<file path="config.mk">
export PLATFORM = sky130hd
export DESIGN_NAME = lru_region_cache_byte_capacity_core
export DESIGN_NICKNAME = d
export VERILOG_FILES = /design/src/rtl/core/lrc_pkg.sv /design/src/rtl/core/lrc_cell.sv /design/src/rtl/core/lru_region_cache_byte_capacity_core.sv
export SDC_FILE = /design/constraint.sdc
export NUM_CORES = 2
export LEC_CHECK = 0
export BUFFER_PORTS_ARGS = -buffer_cell sky130_fd_sc_hd__buf_4
export CAP_MARGIN = 30
export CORE_MARGIN = 2
export CORE_UTILIZATION = 35
export CTS_CLUSTER_SIZE = 16
export DETAILED_ROUTE_END_ITERATION = 8
export PLACE_DENSITY = 0.5
export SLEW_MARGIN = 20
export SYNTH_ARGS = -nofsm -noshare
export SYNTH_HDL_FRONTEND = slang
export SYNTH_HIERARCHICAL = 1
export SYNTH_SLANG_ARGS = --single-unit
export TNS_END_PERCENT = 20
</file>
<file path="constraint.sdc">
create_clock -name aclk -period 14.5 [get_ports aclk]
set_input_delay 1.45 -clock aclk [delete_from_list [all_inputs] [get_ports aclk]]
set_output_delay 1.45 -clock aclk [all_outputs]
set_load 0.1 [all_outputs]
</file>
<file path="src/rtl/core/lrc_pkg.sv">
// ----------------------------------------------------------------------------
// lrc_pkg
// Shared constants and types for the LRU region cache core.
// ----------------------------------------------------------------------------
`default_nettype none

package lrc_pkg;

    // Default number of slots and width of byte quantities.
    localparam int ENTRIES_DEFAULT   = 16;
    localparam int BYTE_BITS_DEFAULT = 40;

    // Reset value of the capacity register.
    localparam longint unsigned CAP_RESET = 64'd16777216;

    // Widths of the fixed result fields.
    localparam int EVN_W  = 5;
    localparam int EVT_W  = 32;
    localparam int KIND_W = 2;

    // Configuration port geometry (one register at address zero on a 64-bit data bus).
    localparam int          PADDR_W   = 4;
    localparam int          PDATA_W   = 64;
    localparam logic [3:0]  ADDR_CAP  = 4'd0;

    // Control handed from the sequencer to each cell.
    typedef struct packed {
        logic shift;  // take the neighbor's entry this cycle
        logic valid;  // this cell holds a resident entry
    } cell_ctl_t;

    // Sequencer states.
    typedef enum logic [3:0] {
        ST_IDLE  = 4'b0001,
        ST_LOOK  = 4'b0010,
        ST_EVICT = 4'b0100,
        ST_OUT   = 4'b1000
    } state_t;

endpackage

`default_nettype wire

</file>
<file path="src/rtl/core/lrc_cell.sv">
// ----------------------------------------------------------------------------
// lrc_cell
// One slot of the recency chain: holds an entry, compares it with the
// current word and takes the entry of its more recent neighbor on a shift.
// ----------------------------------------------------------------------------
`default_nettype none

module lrc_cell #(
    parameter int BYTE_BITS = lrc_pkg::BYTE_BITS_DEFAULT
) (
    input  wire logic                      aclk,
    input  wire lrc_pkg::cell_ctl_t        ctl,
    input  wire logic [lrc_pkg::KIND_W-1:0] prev_kind,
    input  wire logic [BYTE_BITS-1:0]      prev_offset,
    input  wire logic [BYTE_BITS-1:0]      prev_length,
    input  wire logic [lrc_pkg::KIND_W-1:0] key_kind,
    input  wire logic [BYTE_BITS-1:0]      key_offset,
    input  wire logic [BYTE_BITS-1:0]      key_length,
    output logic [lrc_pkg::KIND_W-1:0]     kind,
    output logic [BYTE_BITS-1:0]           offset,
    output logic [BYTE_BITS-1:0]           length,
    output logic                           match
);

    logic [lrc_pkg::KIND_W-1:0] kind_reg;
    logic [BYTE_BITS-1:0]       offset_reg;
    logic [BYTE_BITS-1:0]       length_reg;

    // Entry storage; payload only, so no reset.
    always_ff @(posedge aclk) begin
        if (ctl.shift) begin
            kind_reg   <= prev_kind;
            offset_reg <= prev_offset;
            length_reg <= prev_length;
        end
    end

    // Full tag compare against the word under lookup.
    assign match = ctl.valid && (kind_reg == key_kind) && (offset_reg == key_offset)
                   && (length_reg == key_length);

    assign kind   = kind_reg;
    assign offset = offset_reg;
    assign length = length_reg;

endmodule

`default_nettype wire

</file>
<file path="src/rtl/core/lru_region_cache_byte_capacity_core.sv">
// ----------------------------------------------------------------------------
// lru_region_cache_byte_capacity_core
// Fully associative LRU cache of byte regions bounded by a byte capacity and
// by a slot count, built as a chain of cells ordered from most to least
// recently used.
//
//   Channel  Direction  Handshake          Payload
//   s_       in         s_valid/s_ready    region kind, offset, size
//   m_       out        m_valid/m_ready    hit, inserted, evictions, occupancy
//   apb      in         psel/penable       capacity_bytes at address 0
//
// A hit's result is valid in the state after the lookup; a miss passes
// through the eviction state, which drops one least recently used entry
// per cycle and then inserts the word unless it exceeds the capacity. One
// word is in flight at a time and s_ready returns in the cycle after the
// result is taken. A stalled result holds until m_ready.
// aresetn is synchronous, holds s_ready low and clears the valid count and
// all counters.
// ----------------------------------------------------------------------------
`default_nettype none

module lru_region_cache_byte_capacity_core #(
    parameter int ENTRIES   = lrc_pkg::ENTRIES_DEFAULT,
    parameter int BYTE_BITS = lrc_pkg::BYTE_BITS_DEFAULT
) (
    input  wire logic                          aclk,
    input  wire logic                          aresetn,
    // Configuration port
    input  wire logic                          psel,
    input  wire logic                          penable,
    input  wire logic                          pwrite,
    input  wire logic [lrc_pkg::PADDR_W-1:0]   paddr,
    input  wire logic [lrc_pkg::PDATA_W-1:0]   pwdata,
    output logic      [lrc_pkg::PDATA_W-1:0]   prdata,
    output logic                               pready,
    // Input channel
    input  wire logic                          s_valid,
    output logic                               s_ready,
    input  wire logic [lrc_pkg::KIND_W-1:0]    s_region_kind,
    input  wire logic [BYTE_BITS-1:0]          s_region_offset,
    input  wire logic [BYTE_BITS-1:0]          s_region_size,
    // Result channel
    output logic                               m_valid,
    input  wire logic                          m_ready,
    output logic                               m_hit,
    output logic                               m_inserted,
    output logic [lrc_pkg::EVN_W-1:0]          m_evicted_now,
    output logic [BYTE_BITS-1:0]               m_occupancy,
    output logic [BYTE_BITS-1:0]               m_peak_occupancy,
    output logic [lrc_pkg::EVT_W-1:0]          m_eviction_total
);

    localparam int IDX_W = $clog2(ENTRIES);
    localparam int CNT_W = $clog2(ENTRIES + 1);
    localparam logic [CNT_W-1:0] CNT_FULL = CNT_W'(ENTRIES);
    localparam logic [lrc_pkg::EVN_W-1:0] EVN_MAX = '1;
    localparam logic [lrc_pkg::EVT_W-1:0] EVT_MAX = '1;

    lrc_pkg::state_t state_reg, state_next;

    logic [BYTE_BITS-1:0]       cap_reg;
    logic [lrc_pkg::KIND_W-1:0] kind_reg;
    logic [BYTE_BITS-1:0]       offset_reg;
    logic [BYTE_BITS-1:0]       size_reg;
    logic [CNT_W-1:0]           cnt_reg, cnt_next;
    logic [BYTE_BITS-1:0]       res_reg, res_next;
    logic [BYTE_BITS-1:0]       peak_reg, peak_next;
    logic [lrc_pkg::EVT_W-1:0]  evt_reg, evt_next;
    logic [lrc_pkg::EVN_W-1:0]  evn_reg, evn_next;
    logic                       hit_reg, hit_next;
    logic                       ins_reg, ins_next;

    // Cell chain wiring; index 0 is the most recent.
    logic [lrc_pkg::KIND_W-1:0] c_kind   [ENTRIES];
    logic [BYTE_BITS-1:0]       c_offset [ENTRIES];
    logic [BYTE_BITS-1:0]       c_length [ENTRIES];
    logic [ENTRIES-1:0]         c_match;
    lrc_pkg::cell_ctl_t         c_ctl    [ENTRIES];

    logic                       shift_hit;
    logic                       shift_all;
    logic                       cfg_wr;

    // ------------------------------------------------------------------
    // Configuration port.
    assign pready = 1'b1;
    assign cfg_wr = psel && penable && pwrite && (paddr == lrc_pkg::ADDR_CAP);

    always_ff @(posedge aclk) begin
        if (!aresetn) begin
            cap_reg <= BYTE_BITS'(lrc_pkg::CAP_RESET);
        end else if (cfg_wr) begin
            cap_reg <= pwdata[BYTE_BITS-1:0];
        end
    end

    always_comb begin
        prdata = '0;
        if (paddr == lrc_pkg::ADDR_CAP) begin
            prdata[BYTE_BITS-1:0] = cap_reg;
        end
    end

    // ------------------------------------------------------------------
    // Cell chain. Cell 0 takes the word under service, so a hit moves the
    // entry to the front and an insertion pushes every entry back by one.
    genvar gi;
    generate
        for (gi = 0; gi < ENTRIES; gi++) begin : g_cell
            logic [lrc_pkg::KIND_W-1:0] p_kind;
            logic [BYTE_BITS-1:0]       p_offset;
            logic [BYTE_BITS-1:0]       p_length;

            if (gi == 0) begin : g_head
                assign p_kind   = kind_reg;
                assign p_offset = offset_reg;
                assign p_length = size_reg;
            end else begin : g_body
                assign p_kind   = c_kind[gi-1];
                assign p_offset = c_offset[gi-1];
                assign p_length = c_length[gi-1];
            end

            // On a hit, cells up to and including the matching one shift.
            assign c_ctl[gi].shift = shift_all || (shift_hit && ((c_match >> gi) != '0));
            assign c_ctl[gi].valid = (CNT_W'(gi) < cnt_reg);

            lrc_cell #(
                .BYTE_BITS (BYTE_BITS)
            ) u_cell (
                .aclk        (aclk),
                .ctl         (c_ctl[gi]),
                .prev_kind   (p_kind),
                .prev_offset (p_offset),
                .prev_length (p_length),
                .key_kind    (kind_reg),
                .key_offset  (offset_reg),
                .key_length  (size_reg),
                .kind        (c_kind[gi]),
                .offset      (c_offset[gi]),
                .length      (c_length[gi]),
                .match       (c_match[gi])
            );
        end
    endgenerate

    // ------------------------------------------------------------------
    // Captured word.
    always_ff @(posedge aclk) begin
        if (s_valid && s_ready) begin
            kind_reg   <= s_region_kind;
            offset_reg <= s_region_offset;
            size_reg   <= s_region_size;
        end
    end

    // ------------------------------------------------------------------
    // Sequencer: lookup; a miss then evicts or inserts, one per cycle.
    logic [BYTE_BITS:0]   need;
    logic                 over_cap;
    logic                 too_big;
    logic [IDX_W-1:0]     lru_idx;
    logic [BYTE_BITS-1:0] lru_len;
    logic [BYTE_BITS-1:0] res_ins;

    assign need     = {1'b0, res_reg} + {1'b0, size_reg};
    assign over_cap = need > {1'b0, cap_reg};
    assign too_big  = size_reg > cap_reg;
    assign lru_idx  = IDX_W'(cnt_reg - CNT_W'(1));
    assign lru_len  = c_length[lru_idx];
    assign res_ins  = need[BYTE_BITS-1:0];

    always_comb begin
        state_next = state_reg;
        cnt_next   = cnt_reg;
        res_next   = res_reg;
        peak_next  = peak_reg;
        evt_next   = evt_reg;
        evn_next   = evn_reg;
        hit_next   = hit_reg;
        ins_next   = ins_reg;
        shift_hit  = 1'b0;
        shift_all  = 1'b0;

        case (state_reg)
            lrc_pkg::ST_IDLE: begin
                if (s_valid && s_ready) begin
                    state_next = lrc_pkg::ST_LOOK;
                end
            end
            lrc_pkg::ST_LOOK: begin
                hit_next = |c_match;
                ins_next = 1'b0;
                evn_next = '0;
                if (|c_match) begin
                    shift_hit  = 1'b1;
                    state_next = lrc_pkg::ST_OUT;
                end else begin
                    state_next = lrc_pkg::ST_EVICT;
                end
            end
            lrc_pkg::ST_EVICT: begin
                if ((over_cap && cnt_reg != '0) || (!too_big && cnt_reg == CNT_FULL)) begin
                    // Drop the least recently used entry.
                    cnt_next = cnt_reg - CNT_W'(1);
                    res_next = (res_reg >= lru_len) ? (res_reg - lru_len) : '0;
                    if (evn_reg != EVN_MAX) begin
                        evn_next = evn_reg + lrc_pkg::EVN_W'(1);
                    end
                    if (evt_reg != EVT_MAX) begin
                        evt_next = evt_reg + lrc_pkg::EVT_W'(1);
                    end
                end else if (too_big) begin
                    state_next = lrc_pkg::ST_OUT;
                end else begin
                    // Insert at the front of the chain.
                    shift_all  = 1'b1;
                    cnt_next   = cnt_reg + CNT_W'(1);
                    res_next   = res_ins;
                    if (res_ins > peak_reg) begin
                        peak_next = res_ins;
                    end
                    ins_next   = 1'b1;
                    state_next = lrc_pkg::ST_OUT;
                end
            end
            lrc_pkg::ST_OUT: begin
                if (m_ready) begin
                    state_next = lrc_pkg::ST_IDLE;
                end
            end
            default: begin
                state_next = lrc_pkg::ST_IDLE;
            end
        endcase
    end

    always_ff @(posedge aclk) begin
        if (!aresetn) begin
            state_reg <= lrc_pkg::ST_IDLE;
            cnt_reg   <= '0;
            res_reg   <= '0;
            peak_reg  <= '0;
            evt_reg   <= '0;
            evn_reg   <= '0;
            hit_reg   <= 1'b0;
            ins_reg   <= 1'b0;
        end else begin
            state_reg <= state_next;
            cnt_reg   <= cnt_next;
            res_reg   <= res_next;
            peak_reg  <= peak_next;
            evt_reg   <= evt_next;
            evn_reg   <= evn_next;
            hit_reg   <= hit_next;
            ins_reg   <= ins_next;
        end
    end

    // ------------------------------------------------------------------
    // Handshakes and result word; no word is taken while in reset.
    assign s_ready          = aresetn && (state_reg == lrc_pkg::ST_IDLE);
    assign m_valid          = (state_reg == lrc_pkg::ST_OUT);
    assign m_hit            = hit_reg;
    assign m_inserted       = ins_reg;
    assign m_evicted_now    = evn_reg;
    assign m_occupancy      = res_reg;
    assign m_peak_occupancy = peak_reg;
    assign m_eviction_total = evt_reg;

endmodule

`default_nettype wire
</file>
Word-level counts from Yosys, hierarchy flattened:

Cells that the tools add are included.

* eq/ne operators: 62
* bitwise operators: 3
* $lt $le $gt $ge: 21
* add/subtract/negate cells: 6
* mux-type cells: 25
* reductions and logical operators: 114

Operator list (number)
* 40-bit == test: 32
* 40-bit two-way mux: 6
* 16-bit nonzero test: 15
* 40-bit binary-select mux with 4-bit select: 1
* 40-bit greater-than comparator: 2
* 1-bit logical AND: 71
* 40-bit by 40-bit adder with 41-bit output: 1
* 41-bit by 40-bit greater-than comparator with 1-bit output: 1
* 40-bit >= comparator: 1
* 4-bit by 5-bit less-than comparator with 1-bit output (first input constant): 8
* 40-bit subtractor: 1
* 32-bit by 1-bit adder with 32-bit output (second input constant): 1
* 2-bit == test: 16
* 32-bit != test (second input constant): 1
* 3-bit by 5-bit less-than comparator with 1-bit output (first input constant): 4
* 5-bit two-way mux: 4
* 1-bit logical OR: 17
* 4-bit two-way mux: 4
* 4-bit one-hot mux with 4 select lines: 1
* 16-bit OR reduction: 1
* 3-bit AND reduction: 4
* 5-bit by 1-bit adder with 5-bit output (second input constant): 2
* 1-bit by 5-bit less-than comparator with 1-bit output (first input constant): 2
* 2-bit by 5-bit less-than comparator with 1-bit output (first input constant): 2
* other kinds (21): 33

* bits of input ports: 157
* output and inout port bits: 186
* bits in registers: 1562
* logic and storage cells: 291

Longest topological paths before layout:

* depth in word-level cells: 9
* gate-level depth with buffers: 25
* mapped depth without buffers: 24

Cells and area by module:

The synthesis kept the hierarchy.

By module, submodules not included
* lrc_cell: times used 16, cells each 217, area an instance 3452.1 um^2
* lru_region_cache_byte_capacity_core: times used 1, cells each 2327, area an instance 22449.0 um^2

Worst setup path after synthesis:

Ideal clock, no wire load.

* path type: register -> register
* start: reg cnt_reg[0]
* end: reg g_cell[5].u_cell.kind_reg, in the netlist g_cell[5].u_cell/kind[0] (enable)
* required time: 13.864 ns
* path slack: 4.704 ns
* path buffers: 4
* setup time: 0.636 ns
* data arrival time: 9.160 ns
* cell stages (with the launch flop): 21
* cell sequence: dfxtp_1 > clkbuf_1 > buf_1 > clkbuf_1 > a41o_1 > o21ai_0 > nor4_1 > nand3_1 > nor4_2 > nor3_1 > nand2b_1 > or3_1 > nor3_1 > nand2b_1 > or3_1 > or3_1 > nor3_1 > nand2b_1 > nand2_1 > clkbuf_1 > o21ai_0

RTL lines
* from (decl): line lru_region_cache_byte_capacity_core.sv:65 `logic [CNT_W-1:0] cnt_reg, cnt_next;`
* from (signal assigned): line lru_region_cache_byte_capacity_core.sv:250 `cnt_reg <= cnt_next;`
* to (signal assigned): line lrc_cell.sv:32 `kind_reg <= prev_kind;`
* to (decl): line lrc_cell.sv:25 `logic [lrc_pkg::KIND_W-1:0] kind_reg;`

==> results.yml <==
run_status:
  outcome: "complete, but fails checks"
  violations: "DRC"
placed_design:
  hpwl_mm: 187
  io_buffers: 293
  place_inst: 9072
  gp_congestion: 0.920
floorplanning:
  io_pins: 343
  dieArea_um2: 226000
  die_y_um: 475
  start_util: 0.353
  die_x_um: 475
  row_count: 172
  core_region_area_um2: 220000
setup_path:
  r2r_cells: 25
  end_kind: "flop"
  critPathLaunch: "g_cell[0].p_length[0]"
  r2r_start: "g_cell[0].p_length[0]"
  endpoint: "g_cell[6].u_cell/offset[7]"
  timing.rr.end: "g_cell[6].u_cell/offset[7]"
  crit_fanout: 46
  startpoint_type: "flop"
  cp_data_arrival_time_ns: 8.55
  critical_path_class: "reg -> reg"
  required_ns: 14.92
  regToRegSetupSlack_ns: 6.37
yosys:
  yosysWarningCount: 6
  synth_top_area_share: 0.539
  ys_top_cells_by_area: "edfxtp_1, xnor2_1, mux4_2"
  synth_top_flop_cell: "edfxtp_1"
  synth_area_um2: 77700
  ys_seq_elements: 1562
  yosys.area.top_type: "edfxtp_1"
  ys_types: 81
  synth_seq_area_share: 0.582
  synthCells: 5799
  synth_common_cells: "edfxtp_1, xnor2_1, inv_1"
  synth_most_common_cell: "edfxtp_1"
  synth_edf_count: 1394
  ys_async_sr_fraction: 0
  syn_area_per_cell_um2: 13.4
power:
  pwr-share-comb: 0.053
  seqPwrFrac: 0.492
  p_sw_mw: 2.27
  power_density_nw_per_um2: 110
  power.leakage_nw: 31.0
  vdd_drop_max_mv: 0.109
  switching_share: 0.228
  p_int_mw: 7.66
  finalPower_mw: 9.92
  clockPowerShare: 0.455
cells_and_area:
  area_growth_pct: 16.5
  layout.cells.non_filler: 9405
  layout-drive-gt1-share: 0.155
  final_nets: 6662
  final_util: 0.411
cts:
  cts_root_buf: "clkbuf_16"
  clock-sinks: 1562
  cts_resized: 0
  cts_buffer_depth: 3
  clk-insertion-delay-late_ns: 0.83
  cts_max_level: 4
  clk_pin_slew_ns: 0.06
  cts_buffers: 178
  cts_setup_buffers: 0
  cts_hold_buf: 0
  cts_tree: "done"
sta:
  finalCritPeriodShare: 0.561
  fmax_mhz: 123
  tightest_slew_ns: 1.02
  final-max-slew-violation-count: 0
  rsz0062_at_grt: "false"
  post-route-min-period_ns: 8.13
  hold_violations: 0
  fin_skew_ns: 0.0492
  finalSetupTns_ns: 0
  slew_headroom: 0.317
  finalSetupViolCount: 0
grt:
  grt_pass1_wl_mm: 341
  grt_pass1_vias: 48700
  grt_max_degree: 89
  globalRouteOverflowTotal: 0
  antenna_found_initial: 16
  track_usage: 0.208
routing:
  viasPerCell: 5.24
  drtIter0Drc: 4335
  drcViolationCount: 1
  vias: 49300
  wl_mm: 238
  dr.pass1.iters: 9
  drtAntennaViolNets: 0
  detail_route.wl_per_cell_um: 25.3
min_path:
  holdCritPathClass: "reg -> reg"
  min_from: "g_cell[5].u_cell/offset[33]"
run:
  drv_cap: 0
through the flow:
| step | setup slack, ns | area [um2] | hold slack (ns) |
|---|---|---|---|
| floorplan | 4.70 | 77800 | 0.426 |
| global placement | 5.72 | 84400 | 0.434 |
| detailed placement | 6.44 | 84600 | 0.432 |
| CTS | 6.39 | 90400 | 0.434 |
| global route | 5.95 | 90500 | 0.453 |
| finish | 6.37 | 90500 | 0.430 |
power groups by stage:
stage	combinational, mW	clock, mW	sequential [mW]
final	0.525	4.51	4.88
after global routing	0.569	4.79	4.88
after CTS	0.528	4.62	4.88
after detailed placement	0.527	0	4.98
after global placement	0.514	0	4.99
after floorplan	0.281	0	5.03
critical path: stages (launching register included):
cell      delay (ns)
edfxtp_1        0.66
ha_1            0.27
inv_1           0.06
fa_1            0.39
and2b_1         0.21
o21a_1          0.13
a311o_2         0.25
a31oi_4         0.13
o311ai_4        0.40
a41o_1          0.33
a31oi_1         0.20
and4b_1         0.24
or3_1           0.51
ha_1            0.37
and4_1          0.21
nor4bb_1        0.31
nand4_1         0.13
nor3_1          0.21
nor2b_1         0.08
a21oi_1         0.32
a31oi_1         0.17
or2_2           0.50
buf_12          0.25
o21ai_4         0.27
buf_4           0.45
buf_4           0.58
routing by layer:
metal	global-route usage	wire length (um)
met5	0	0
met4	0.0604	7060
met3	0.0380	15100
met2	0.327	107000
met1	0.292	109000
worst min path at each step:
stage	to	cells after the start	slack (ns)
2_1_floorplan	g_cell[10].u_cell/offset[25]	0	0.43
3_3_place_gp	g_cell[1].u_cell/offset[35]	0	0.43
3_5_place_dp	g_cell[1].u_cell/offset[25]	0	0.43
4_1_cts	g_cell[6].u_cell/offset[33]	0	0.43
5_1_grt	g_cell[1].u_cell/offset[25]	0	0.45
6_report	g_cell[6].u_cell/offset[33]	0	0.43
logic make-up (layout without fill, tap and decap cells):
family | count (synthesis) | count (layout) | share of synthesized area
DFF | 1562 | 1562 | 0.582
buffers and inverters | 602 | 1224 | 0.0305
adders and majority gates | 208 | 208 | 0.0337
muxes | 258 | 258 | 0.0655
and+or+nand+nor | 1266 | 1266 | 0.0955
other | 2 | 28 | 0.0000967
xor gates and xnor gates | 1050 | 1050 | 0.118
AOI/OAI and AO/OA | 851 | 851 | 0.0742
layout by cell type, fill, tap and decap left out, types with 51 or more instances in the layout:
cell type and instances:
edfxtp_1 1394, xnor2_1 623, inv_1 447, buf_4 437
xor2_1 425, nand4_1 237, nand2_1 209, ha_1 205
mux4_2 200, nand2b_1 189, clkbuf_16 182, dfxtp_1 167
a21oi_1 163, o21ai_0 130, nor4_1 123, o22ai_1 99
nor2_1 85, nand3_1 83, a22oi_1 75, nor2b_1 73
a21o_1 64, nor3_1 59, mux2i_1 55, and3_1 51
a21boi_0 51
layout make-up:
cell class / instances / area, um2
diodes: 3 / 7.51
clock buffers: 223 / 4770
clock inverters: 104 / 1060
fillers: 20400 / 130000
inverters: 447 / 1680
multi-input cells: 3658 / 30500
flip-flops and latches: 1562 / 45200
well taps: 2958 / 3700
repair buffers: 450 / 3530
No activity file was read; power rests on OpenSTA's default activity.
